### config.mk
export PLATFORM = sky130hd
export DESIGN_NAME = pcm_frame_resampler_to_44k_stereo
export DESIGN_NICKNAME = d
export VERILOG_FILES = /design/src/hdl/pfr_pkg.sv /design/src/hdl/pcm_frame_resampler_to_44k_stereo.sv
export SDC_FILE = /design/constraint.sdc
export NUM_CORES = 1
export LEC_CHECK = 0
export BUFFER_PORTS_ARGS = -buffer_cell sky130_fd_sc_hd__buf_4
export CORE_MARGIN = 10
export CORE_UTILIZATION = 60
export CTS_CLUSTER_DIAMETER = 60
export DETAILED_ROUTE_END_ITERATION = 6
export GPL_ROUTABILITY_DRIVEN = 0
export PLACE_DENSITY = 0.85
export SLEW_MARGIN = 20
export SYNTH_ARGS = -nofsm -noshare
export SYNTH_HDL_FRONTEND = slang
export SYNTH_SLANG_ARGS = --single-unit
### constraint.sdc
create_clock -name clock -period 12.8 [get_ports clock]
set_clock_uncertainty 0.05 [all_clocks]
set_input_delay 2.56 -clock clock [delete_from_list [all_inputs] [get_ports clock]]
set_output_delay 2.56 -clock clock [all_outputs]
set_load 0.01 [all_outputs]
### src/hdl/pfr_pkg.sv
// ============================================================================
// pfr_pkg: shared types and constants for the PCM frame resampler
// Register indexes, field widths, rate limits and the sequencer state type.
// ============================================================================
package pfr_pkg;

   localparam int SAMPLE_W = 16;
   localparam int RATE_W   = 19;
   localparam int ACC_W    = 19;
   localparam int SUM_W    = 20;
   localparam int CSR_IDX_W = 2;

   localparam logic [RATE_W-1:0] RATE_MIN = 19'd1000;
   localparam logic [RATE_W-1:0] RATE_MAX = 19'd384000;
   localparam logic [RATE_W-1:0] RATE_RESET = 19'd44100;

   typedef enum logic [CSR_IDX_W-1:0] {
      CSR_INPUT_RATE  = 2'd0,
      CSR_SIXTEEN_BIT = 2'd1,
      CSR_MONO_INPUT  = 2'd2,
      CSR_UNUSED      = 2'd3
   } csr_index_type;

   typedef enum logic [4:0] {
      ST_IDLE  = 5'b00001,
      ST_CHECK = 5'b00010,
      ST_LOOK  = 5'b00100,
      ST_SEND  = 5'b01000,
      ST_FIN   = 5'b10000
   } state_type;

endpackage

### src/hdl/pcm_frame_resampler_to_44k_stereo.sv
// ============================================================================
// pcm_frame_resampler_to_44k_stereo: nearest-neighbor rate converter
// Repeats or drops PCM input frames to give OUT_RATE Hz stereo 16-bit frames.
// ============================================================================
//
// Usage: one input request on req_* carries one PCM frame (two raw samples,
// tlast marks the last frame of a stream). For each request the block emits
// zero or more stereo frames on rsp_*; rsp_tlast is set on the last frame
// that the request produced. Output frame k repeats input frame
// floor(k * rate / OUT_RATE), tracked with a phase accumulator. On the final
// frame only outputs that fit the stream length are emitted, then the
// accumulator clears.
// Structure: one shared adder under a five-state sequencer. A request goes
// through check, then look and send per output frame (send waits out any
// receiver stall), then fin; a 1000 Hz input rate gives up to 45 outputs.
// req_tready is high only while the sequencer is idle.
// The configuration port (csr_*) is always ready; index 0 is the input rate
// (saturated to 1000..384000 when used), 1 selects signed 16-bit samples,
// 2 selects mono. Writes are expected only while the block is idle.
// Reset is synchronous: registers return to 44100 Hz, 16-bit, stereo, the
// accumulator clears and the sequencer goes idle. When the receiver stalls,
// the pending output frame is held unchanged on rsp_tdata and rsp_tlast.
//
module pcm_frame_resampler_to_44k_stereo #(
   parameter int OUT_RATE = 44100
) (
   input  logic                             clock,
   input  logic                             reset,
   // Input frames
   input  logic                             req_tvalid,
   output logic                             req_tready,
   input  logic [31:0]                      req_tdata,  // first_sample, second_sample
   input  logic                             req_tlast,  // final_frame
   // Output frames
   output logic                             rsp_tvalid,
   input  logic                             rsp_tready,
   output logic [31:0]                      rsp_tdata,  // left_out, right_out
   output logic                             rsp_tlast,  // run_end
   // Configuration writes
   input  logic                             csr_valid,
   output logic                             csr_ready,
   input  logic [pfr_pkg::CSR_IDX_W-1:0]    csr_index,
   input  logic [pfr_pkg::RATE_W-1:0]       csr_data
);

   // The output rate as a compare constant and as its negation for the
   // wraparound subtraction done by the shared adder.
   localparam logic [pfr_pkg::SUM_W-1:0] OUT_W   = pfr_pkg::SUM_W'(OUT_RATE);
   localparam logic [pfr_pkg::SUM_W-1:0] OUT_NEG =
      pfr_pkg::SUM_W'((2 ** pfr_pkg::SUM_W) - OUT_RATE);

   // Configuration registers.
   logic [pfr_pkg::RATE_W-1:0]   cfg_rate_ff, cfg_rate_in;
   logic                         cfg_sixteen_ff, cfg_sixteen_in;
   logic                         cfg_mono_ff, cfg_mono_in;

   // Sequencer and datapath registers. The running phase can pass one output
   // period by up to one input rate, so it is kept at the adder's width.
   pfr_pkg::state_type           state_ff, state_in;
   logic [pfr_pkg::SUM_W-1:0]    acc_ff, acc_in;
   logic [pfr_pkg::RATE_W-1:0]   rate_ff, rate_in;
   logic                         final_ff, final_in;
   logic [pfr_pkg::SAMPLE_W-1:0] left_ff, left_in;
   logic [pfr_pkg::SAMPLE_W-1:0] right_ff, right_in;
   logic                         last_ff, last_in;
   logic                         more_ff, more_in;

   logic [pfr_pkg::SUM_W-1:0]    add_b;
   logic [pfr_pkg::SUM_W-1:0]    sum;
   logic                         emit_ok;
   logic                         req_fire;
   logic                         rsp_fire;
   logic [pfr_pkg::RATE_W-1:0]   rate_clamped;
   logic [pfr_pkg::SAMPLE_W-1:0] dec_first;
   logic [pfr_pkg::SAMPLE_W-1:0] dec_second;

   // Unsigned 8-bit samples map to (b - 128) * 256, which in 16-bit two's
   // complement is the byte with its top bit flipped, shifted up by 8.
   function automatic logic [pfr_pkg::SAMPLE_W-1:0] decode_sample(
      input logic [pfr_pkg::SAMPLE_W-1:0] raw,
      input logic                         wide
   );
      logic [pfr_pkg::SAMPLE_W-1:0] res;
      if (wide) begin
         res = raw;
      end else begin
         res = {~raw[7], raw[6:0], 8'h00};
      end
      return res;
   endfunction

   assign req_tready = (state_ff == pfr_pkg::ST_IDLE);
   assign rsp_tvalid = (state_ff == pfr_pkg::ST_SEND);
   assign rsp_tdata  = {right_ff, left_ff};
   assign rsp_tlast  = last_ff;
   assign csr_ready  = 1'b1;

   assign req_fire = req_tvalid & req_tready;
   assign rsp_fire = rsp_tvalid & rsp_tready;

   always_comb begin
      if (cfg_rate_ff < pfr_pkg::RATE_MIN) begin
         rate_clamped = pfr_pkg::RATE_MIN;
      end else if (cfg_rate_ff > pfr_pkg::RATE_MAX) begin
         rate_clamped = pfr_pkg::RATE_MAX;
      end else begin
         rate_clamped = cfg_rate_ff;
      end
   end

   assign dec_first  = decode_sample(req_tdata[15:0], cfg_sixteen_ff);
   assign dec_second = cfg_mono_ff ? dec_first
                                   : decode_sample(req_tdata[31:16], cfg_sixteen_ff);

   // The one shared adder: it steps the phase by the input rate while
   // outputs are produced, and takes off one output period at the end.
   assign add_b = (state_ff == pfr_pkg::ST_FIN) ? OUT_NEG
                                                : {1'b0, rate_ff};
   assign sum   = acc_ff + add_b;

   // An output is due while the phase lies inside the current input frame;
   // on the final frame it must also end within the stream.
   assign emit_ok = (acc_ff < OUT_W) && !(final_ff && (sum > OUT_W));

   always_comb begin
      cfg_rate_in    = cfg_rate_ff;
      cfg_sixteen_in = cfg_sixteen_ff;
      cfg_mono_in    = cfg_mono_ff;
      if (csr_valid && csr_ready) begin
         case (csr_index)
            pfr_pkg::CSR_INPUT_RATE:  cfg_rate_in    = csr_data;
            pfr_pkg::CSR_SIXTEEN_BIT: cfg_sixteen_in = csr_data[0];
            pfr_pkg::CSR_MONO_INPUT:  cfg_mono_in    = csr_data[0];
            default: ;
         endcase
      end
   end

   always_comb begin
      state_in = state_ff;
      acc_in   = acc_ff;
      rate_in  = rate_ff;
      final_in = final_ff;
      left_in  = left_ff;
      right_in = right_ff;
      last_in  = last_ff;
      more_in  = more_ff;
      case (state_ff)
         pfr_pkg::ST_IDLE: begin
            if (req_fire) begin
               rate_in  = rate_clamped;
               final_in = req_tlast;
               left_in  = dec_first;
               right_in = dec_second;
               state_in = pfr_pkg::ST_CHECK;
            end
         end
         pfr_pkg::ST_CHECK: begin
            if (emit_ok) begin
               acc_in   = sum;
               state_in = pfr_pkg::ST_LOOK;
            end else begin
               state_in = pfr_pkg::ST_FIN;
            end
         end
         pfr_pkg::ST_LOOK: begin
            // Look one output ahead so run_end is known when the frame shows.
            more_in  = emit_ok;
            last_in  = !emit_ok;
            state_in = pfr_pkg::ST_SEND;
         end
         pfr_pkg::ST_SEND: begin
            if (rsp_fire) begin
               if (more_ff) begin
                  acc_in   = sum;
                  state_in = pfr_pkg::ST_LOOK;
               end else begin
                  state_in = pfr_pkg::ST_FIN;
               end
            end
         end
         pfr_pkg::ST_FIN: begin
            // A non-final frame always stops with the phase past one period.
            acc_in   = final_ff ? '0 : sum;
            state_in = pfr_pkg::ST_IDLE;
         end
         default: begin
            state_in = pfr_pkg::ST_IDLE;
         end
      endcase
   end

   always_ff @(posedge clock) begin
      if (reset) begin
         state_ff       <= pfr_pkg::ST_IDLE;
         acc_ff         <= '0;
         cfg_rate_ff    <= pfr_pkg::RATE_RESET;
         cfg_sixteen_ff <= 1'b1;
         cfg_mono_ff    <= 1'b0;
      end else begin
         state_ff       <= state_in;
         acc_ff         <= acc_in;
         cfg_rate_ff    <= cfg_rate_in;
         cfg_sixteen_ff <= cfg_sixteen_in;
         cfg_mono_ff    <= cfg_mono_in;
      end
   end

   always_ff @(posedge clock) begin
      rate_ff  <= rate_in;
      final_ff <= final_in;
      left_ff  <= left_in;
      right_ff <= right_in;
      last_ff  <= last_in;
      more_ff  <= more_in;
   end

`ifndef SYNTHESIS
   // Input and output sides are never open together.
   assert property (@(posedge clock) disable iff (reset)
      rsp_tvalid |-> !req_tready)
      else $error("output pending while accepting input");

   // A taken request closes the input until its outputs are done.
   assert property (@(posedge clock) disable iff (reset)
      (req_tvalid && req_tready) |=> !req_tready)
      else $error("input accepted twice in a row");

   // After each delivered frame the sequencer steps away from the output.
   assert property (@(posedge clock) disable iff (reset)
      (rsp_tvalid && rsp_tready) |=> !rsp_tvalid)
      else $error("output frame repeated without a new look-ahead");

   // The phase is back at zero once a final frame has been handled.
   assert property (@(posedge clock) disable iff (reset)
      ($past(state_ff == pfr_pkg::ST_FIN) && $past(final_ff) && !$past(reset))
      |-> (acc_ff == '0))
      else $error("phase not cleared after final frame");
`endif

endmodule
==> results of run 1 <==
[where the power goes]
| group | leakage (nW) | total [mW] | switching (mW) | internal (mW) |
|---|---|---|---|---|
| logic | 1.61 | 0.111 | 0.0576 | 0.0535 |
| registers | 0.881 | 0.370 | 0.00892 | 0.361 |
| clock network | 0.103 | 0.200 | 0.122 | 0.0776 |
| total | 2.59 | 0.681 | 0.189 | 0.492 |
[worst min path at each step]
stage / cells after the start / endpoint / start
final: 2 / cfg_rate_ff[1]$_SDFFE_PP0P_ / cfg_rate_ff[1]$_SDFFE_PP0P_
after global routing: 2 / cfg_rate_ff[4]$_SDFFE_PP0P_ / cfg_rate_ff[4]$_SDFFE_PP0P_
after CTS: 2 / cfg_rate_ff[1]$_SDFFE_PP0P_ / cfg_rate_ff[1]$_SDFFE_PP0P_
after detailed placement: 2 / cfg_rate_ff[1]$_SDFFE_PP0P_ / cfg_rate_ff[1]$_SDFFE_PP0P_
after global placement: 2 / cfg_rate_ff[1]$_SDFFE_PP0P_ / cfg_rate_ff[1]$_SDFFE_PP0P_
after floorplan: 2 / cfg_rate_ff[1]$_SDFFE_PP0P_ / cfg_rate_ff[1]$_SDFFE_PP0P_
[synthesized netlist by cell type (17+ instances only)]
cell type / instances / area (um2)
nand2_1: 59 / 221.5
edfxtp_1: 54 / 1622
dfxtp_1: 46 / 920.9
a21oi_1: 27 / 135.1
nand2b_1: 26 / 162.7
and2_1: 25 / 156.4
o21ai_0: 21 / 105.1
a22o_1: 20 / 175.2
ha_1: 20 / 250.2
clkbuf_1: 18 / 67.56
nor2_1: 18 / 67.56
mux2i_1: 17 / 170.2
[routing by layer]
metal	GRT usage [%]	wire length [um]	vias to the layer above
met3	9.029	1220	6
met2	29.49	5523	109
met1	20.42	4686	1827
met5	0	0	-
met4	3.976	82	0
li1	-	-	2012
[area by class of cell]
| type | instances | area, um2 |
|---|---|---|
| Clock buffer | 9 | 123.9 |
| Clock inverter | 7 | 76.32 |
| Fill cell | 625 | 2421 |
| Inverter | 9 | 33.78 |
| Multi-Input combinational cell | 373 | 2540 |
| Sequential cell | 100 | 2542 |
| Tap cell | 108 | 135.1 |
| Timing Repair Buffer | 96 | 720.7 |
[worst register-to-register path: stages (launching register included)]
cell,delay (ps)
dfxtp_1,350
or3_1,390
or3b_2,670
and2_1,250
ha_1,210
fa_1,410
a21o_1,240
a221oi_4,380
o211ai_1,160
a221o_1,400
a221oi_2,270
xnor2_1,120
or4_1,540
o21ai_2,220
o2111a_1,610
a22o_1,250
[through the flow]
stage | hold WS (ps) | cell area [um2]
after floorplan | 394.7 | 5235
after global placement | 412.4 | 5971
after detailed placement | 414.6 | 5971
after CTS | 431.2 | 6171
after global routing | 465.3 | 6172
final | 433.9 | 6172
[kinds of logic (layout without fill, tap and decap cells)]
group	Yosys count	count (layout)	share of synthesized area, %
fa+ha+maj	21	21	5.163
simple gates	191	191	19.50
mux	24	24	4.756
flops	100	100	48.57
xor+xnor	16	16	2.677
compound gates	120	120	16.21
buf+inv	35	121	3.059
other cells	1	1	0.07163
[flip-flops by register name (all words and copies together) (netlist names), 5 cells and up]
register     flops
acc_ff          20
cfg_rate_ff     19
left_ff         16
rate_ff         19
right_ff        16
state_ff         5
==> results.cfg, run 1 <==
[clocking]
cts-resized-gates = 0
root_buffer = clkbuf_8
clock-sinks = 100
cts_inserted_buffers = 9
clockBufferDepth = 2
hold_buffers = 0
cts_max_level = 3
clkTransAtPathRegs_ps = 120
cts_setup_buffers = 0
cts_tree = built
clk_latency_ps = 380

[timing]
fin_setup_tns_ps = 0
slew_headroom_pct = 29.34
fin_crit_sh_pct = 43.28
rsz0062_at_grt = false
worstMarginPinSlew_ps = 1055
final.setup.worst_slack_ps = 7260
hold_viol_final = 0
max_freq_mhz = 180.5
fin_crit_ps = 5540
maxSlewViolCount = 0
setup_viol = 0

[global_routing]
overflow = 0
first_global_vias = 3950
antenna_found_initial = 0
grt_usage_pct = 17.91
grt_max_degree = 54
grt_pass1_wl_um = 19150

[synthesis]
seq_area_frac_synth_pct = 48.57
yosysWarnings = 0
synth_area_um2 = 5235
synthFlopType = edfxtp_1
synth_nets = 588
synth_edf_count = 54
ys_types = 58
synth-seq-cells = 100
synthCells = 508
avgSynthCellArea_um2 = 10.31
ys_async_sr_fraction_pct = 0

[die]
dieWidth_um = 113.4
die_h_um = 113.4
die-area_um2 = 12860
start_util_pct = 60.92
rows = 34
boundaryPins = 95
coreArea_um2 = 8593

[final_layout]
layoutNonFillerInstCount = 702
layout_commonest_cell = buf_4
fin_util_pct = 71.83
diodes = 0
final_cell_mix = buf_4 (96), nand2_1 (59), edfxtp_1 (54), dfxtp_1 (46), a21oi_1 (27)
drive_gt1_share_pct = 22.05
finalNetCount = 669
area.growth.synth_to_final_pct = 17.90

[setup_path]
arrival_ps = 5800
end_kind = flop
critPathTopFamily = compound AO/OA/AOI/OAI gates
cp.required_ps = 13060
cp.depth = 15
slowest_delay_ps = 670
cp_cell_sequence = or3_1, or3b_2, and2_1, ha_1, fa_1, a21o_1, a221oi_4, o211ai_1, a221o_1, a221oi_2, xnor2_1, or4_1, o21ai_2, o2111a_1, a22o_1
crit-reg2reg-launch = state_ff[1]$_SDFFE_PP0P_
crit_start = state_ff[1]$_SDFFE_PP0P_
worstPathMaxFanout = 22
r2r-end = acc_ff[6]$_SDFFE_PP0P_
crit_path_end = acc_ff[6]$_SDFFE_PP0P_
setup.worst_path.start_class = flop
ff2ff_path_depth = 15
slowest_stage = or3b_2
path_class = flop to flop
regToRegSetupSlack_ps = 7260
cp_num_buf_inv = 0

[place]
place_ws_ps = 7297
port_buffers = 93
dp.cells = 686
dpl.hpwl_um = 8978

[detailed_routing]
postRouteAntennaNets = 0
wl_per_cell_um = 16.40
drt_wl_total_um = 11510
dr.pass1.iters = 5
drcViolationCount = 0
dr_total_vias = 3954
viasPerCell = 5.632
first_iter_violations = 207

[pwr]
total_power_uw = 680.9
ir_drop_v = 0.00006711
power.leakage_nw = 2.595
powerDensity_nw_per_um2 = 110.3

[outcome]
outcome = finished, final reports clean

[flow_run]
maxCapViolations = 0

[worst_hold_path]
min_path_type = flop to flop
Power figures use the tool's default switching activity.
==> inputs of run 2 (changes only) <==
--- a/config.mk
+++ b/config.mk
@@ -7,11 +7,11 @@
 export LEC_CHECK = 0
 export BUFFER_PORTS_ARGS = -buffer_cell sky130_fd_sc_hd__buf_4
 export CORE_MARGIN = 10
-export CORE_UTILIZATION = 60
+export CORE_UTILIZATION = 51
 export CTS_CLUSTER_DIAMETER = 60
 export DETAILED_ROUTE_END_ITERATION = 6
 export GPL_ROUTABILITY_DRIVEN = 0
-export PLACE_DENSITY = 0.85
+export PLACE_DENSITY = 0.77
 export SLEW_MARGIN = 20
 export SYNTH_ARGS = -nofsm -noshare
 export SYNTH_HDL_FRONTEND = slang
==> constraint.sdc (replaced) <==
create_clock -name clock -period 4.9 [get_ports clock]
set_clock_uncertainty 0.05 [all_clocks]
set_input_delay 0.98 -clock clock [delete_from_list [all_inputs] [get_ports clock]]
set_output_delay 0.98 -clock clock [all_outputs]
set_load 0.01 [all_outputs]
==> results.cfg, run 2 (synthesized netlist as in run 1, its figures left out) <==
[final_layout]
largest_register_ff_count = 20
diodes = 0
regMostFlops = acc_ff
area.growth.synth_to_final_pct = 22.61
ff_latch_area_um2 = 2544
fill_cells = 775
multi_input_area_um2 = 2597
finalNetCount = 683
layout_commonest_cell = buf_4
fin_util_pct = 65.07
reg_top3 = acc_ff (20), cfg_rate_ff (19), rate_ff (19)
final_cell_mix = buf_4 (105), nand2_1 (59), edfxtp_1 (54), dfxtp_1 (45), a21oi_1 (27)
drive_gt1_share_pct = 25.33

[detailed_routing]
wl_per_cell_um = 16.05
dr_wl_met3_um = 1377
met1Wirelength_um = 4790
drt_wl_total_um = 11900
first_iter_violations = 309
dr.pass1.iters = 5
top_layer = met4
dr_wl_met2_um = 5617
drcViolationCount = 0
viasPerCell = 5.463
postRouteAntennaNets = 0
dr_total_vias = 4048

[setup_path]
end_kind = flop
setup.worst_path.start_class = flop
arrival_ps = 4940
cp_cell_sequence = or3_4, or3b_4, and2_4, ha_2, fa_2, a21o_1, a221oi_4, o211ai_1, a221o_1, a221oi_2, xnor2_1, or4_4, o21ai_4, o2111a_2, clkbuf_16, a22o_1
critPathTopFamily = compound AO/OA/AOI/OAI gates
slowest_stage = or3b_4
cp.depth = 16
slowest_delay_ps = 440
cp.required_ps = 5160
crit-reg2reg-launch = state_ff[1]$_SDFFE_PP0P_
path_class = flop to flop
cp_num_buf_inv = 1
regToRegSetupSlack_ps = 220
worstPathMaxFanout = 8
ff2ff_path_depth = 16
r2r-end = acc_ff[14]$_SDFFE_PP0P_

[timing]
worstMarginPinSlew_ps = 990.7
rsz0062_at_grt = false
setup_viol = 0
fin_setup_tns_ps = 0
maxSlewViolCount = 0
fin_crit_sh_pct = 95.50
fin_crit_ps = 4680
final.setup.worst_slack_ps = 220.3
hold_viol_final = 0
max_freq_mhz = 213.7
slew_headroom_pct = 33.87

[worst_hold_path]
hold_end = cfg_rate_ff[12]$_SDFFE_PP0P_
min_from = cfg_rate_ff[12]$_SDFFE_PP0P_
hold_path_depth = 2
min_path_type = flop to flop

[die]
coreArea_um2 = 9864
dieWidth_um = 121.3
boundaryPins = 95
die-area_um2 = 14720
die_h_um = 121.3
start_util_pct = 53.07
rows = 36

[pwr]
total_power_mw = 1.823
powerDensity_nw_per_um2 = 284.1
pwr-share-comb_pct = 16.9
p_int_mw = 1.351
netSwitchingFraction_pct = 25.90
ir_drop_v = 0.0001945
power.leakage_nw = 2.679
pwr-share-clk_pct = 30.1
seqPwrFrac_pct = 53.0
p_sw_uw = 472.3

[place]
place_ws_ps = 86.22
port_buffers = 93
dpl.hpwl_um = 9010

[global_routing]
overflow = 0
grt_pass1_wl_um = 19440
grt_max_degree = 36
first_global_vias = 4128
antenna_found_initial = 0
grt_usage_pct = 16.04

[flow_run]
maxCapViolations = 0

[clocking]
clk_latency_ps = 370
hold_buffers = 0
cts_inserted_buffers = 9
root_buffer = clkbuf_8
clock-sinks = 100
clockBufferDepth = 2
cts_tree = built
clkTransAtPathRegs_ps = 100
cts_max_level = 3

[outcome]
outcome = finished, final reports clean
run 2: changes by cell type in the layout (fill, tap and decap cells not counted), sizes merged:
cell / before / now
clkinv: 2 / 0
bufinv: 0 / 1
or3b: 2 / 3
clkinvlp: 0 / 1
inv: 14 / 12
clkbuf: 9 / 13
buf: 96 / 107
run 2: how the worst max path moves through the flow:
stage,endpoint,startpoint
final,acc_ff[14]$_SDFFE_PP0P_,state_ff[1]$_SDFFE_PP0P_
after global routing,acc_ff[10]$_SDFFE_PP0P_,state_ff[1]$_SDFFE_PP0P_
after CTS,acc_ff[2]$_SDFFE_PP0P_,state_ff[1]$_SDFFE_PP0P_
after detailed placement,acc_ff[2]$_SDFFE_PP0P_,state_ff[1]$_SDFFE_PP0P_
after global placement,acc_ff[5]$_SDFFE_PP0P_,state_ff[1]$_SDFFE_PP0P_
after floorplan,acc_ff[12]$_SDFFE_PP0P_,state_ff[1]$_SDFFE_PP0P_
run 2: tightest hold or removal path, delay by kind of cell (launching register included):
kind / cells / cell delay, ps
and+or+nand+nor: 1 / 60
AOI/OAI and AO/OA: 1 / 50
DFF: 1 / 340
run 2: final cells by class:
class,count,share of cell area [%]
flip-flops and latches,100,39.63
clock buffers,11,2.203
repair buffers,109,13.55
well taps,133,2.593
clock inverters,5,1.033
inverters,9,0.5263
multi-input cells,374,40.47
run 2: timing repair:
| action | in CTS | in global routing |
|---|---|---|
| gates resized for setup | 0 | 9 |
| endpoints found under the hold margin | 0 | 0 |
| setup buffers | 0 | 7 |
| endpoints found under the setup margin | 0 | 21 |
run 2: per-stage QoR:
step           cell area [um2]  instances  hold slack [ps]
3_5_place_dp              6047        714            421.4
6_report                  6419        741            433.2
4_1_cts                   6255        730            435.3
2_1_floorplan             5256        508            394.7
3_3_place_gp              6047        714            414.5
5_1_grt                   6419        741            463.7
run 2: power by group through the flow:
stage          Sequential, mW  Clock, mW  Combinational (mW)
6_report                0.967      0.549               0.307
2_1_floorplan           0.992          0               0.169
5_1_grt                 0.974      0.591               0.341
3_3_place_gp            0.983          0               0.287
3_5_place_dp            0.985          0               0.293
4_1_cts                 0.966      0.566               0.295
run 2: per-layer routing:
metal | global-route usage [%] | vias up
li1 | - | 2036
met3 | 9.167 | 13
met2 | 25.58 | 120
met1 | 17.93 | 1879
met4 | 4.471 | 0
met5 | 0 | -
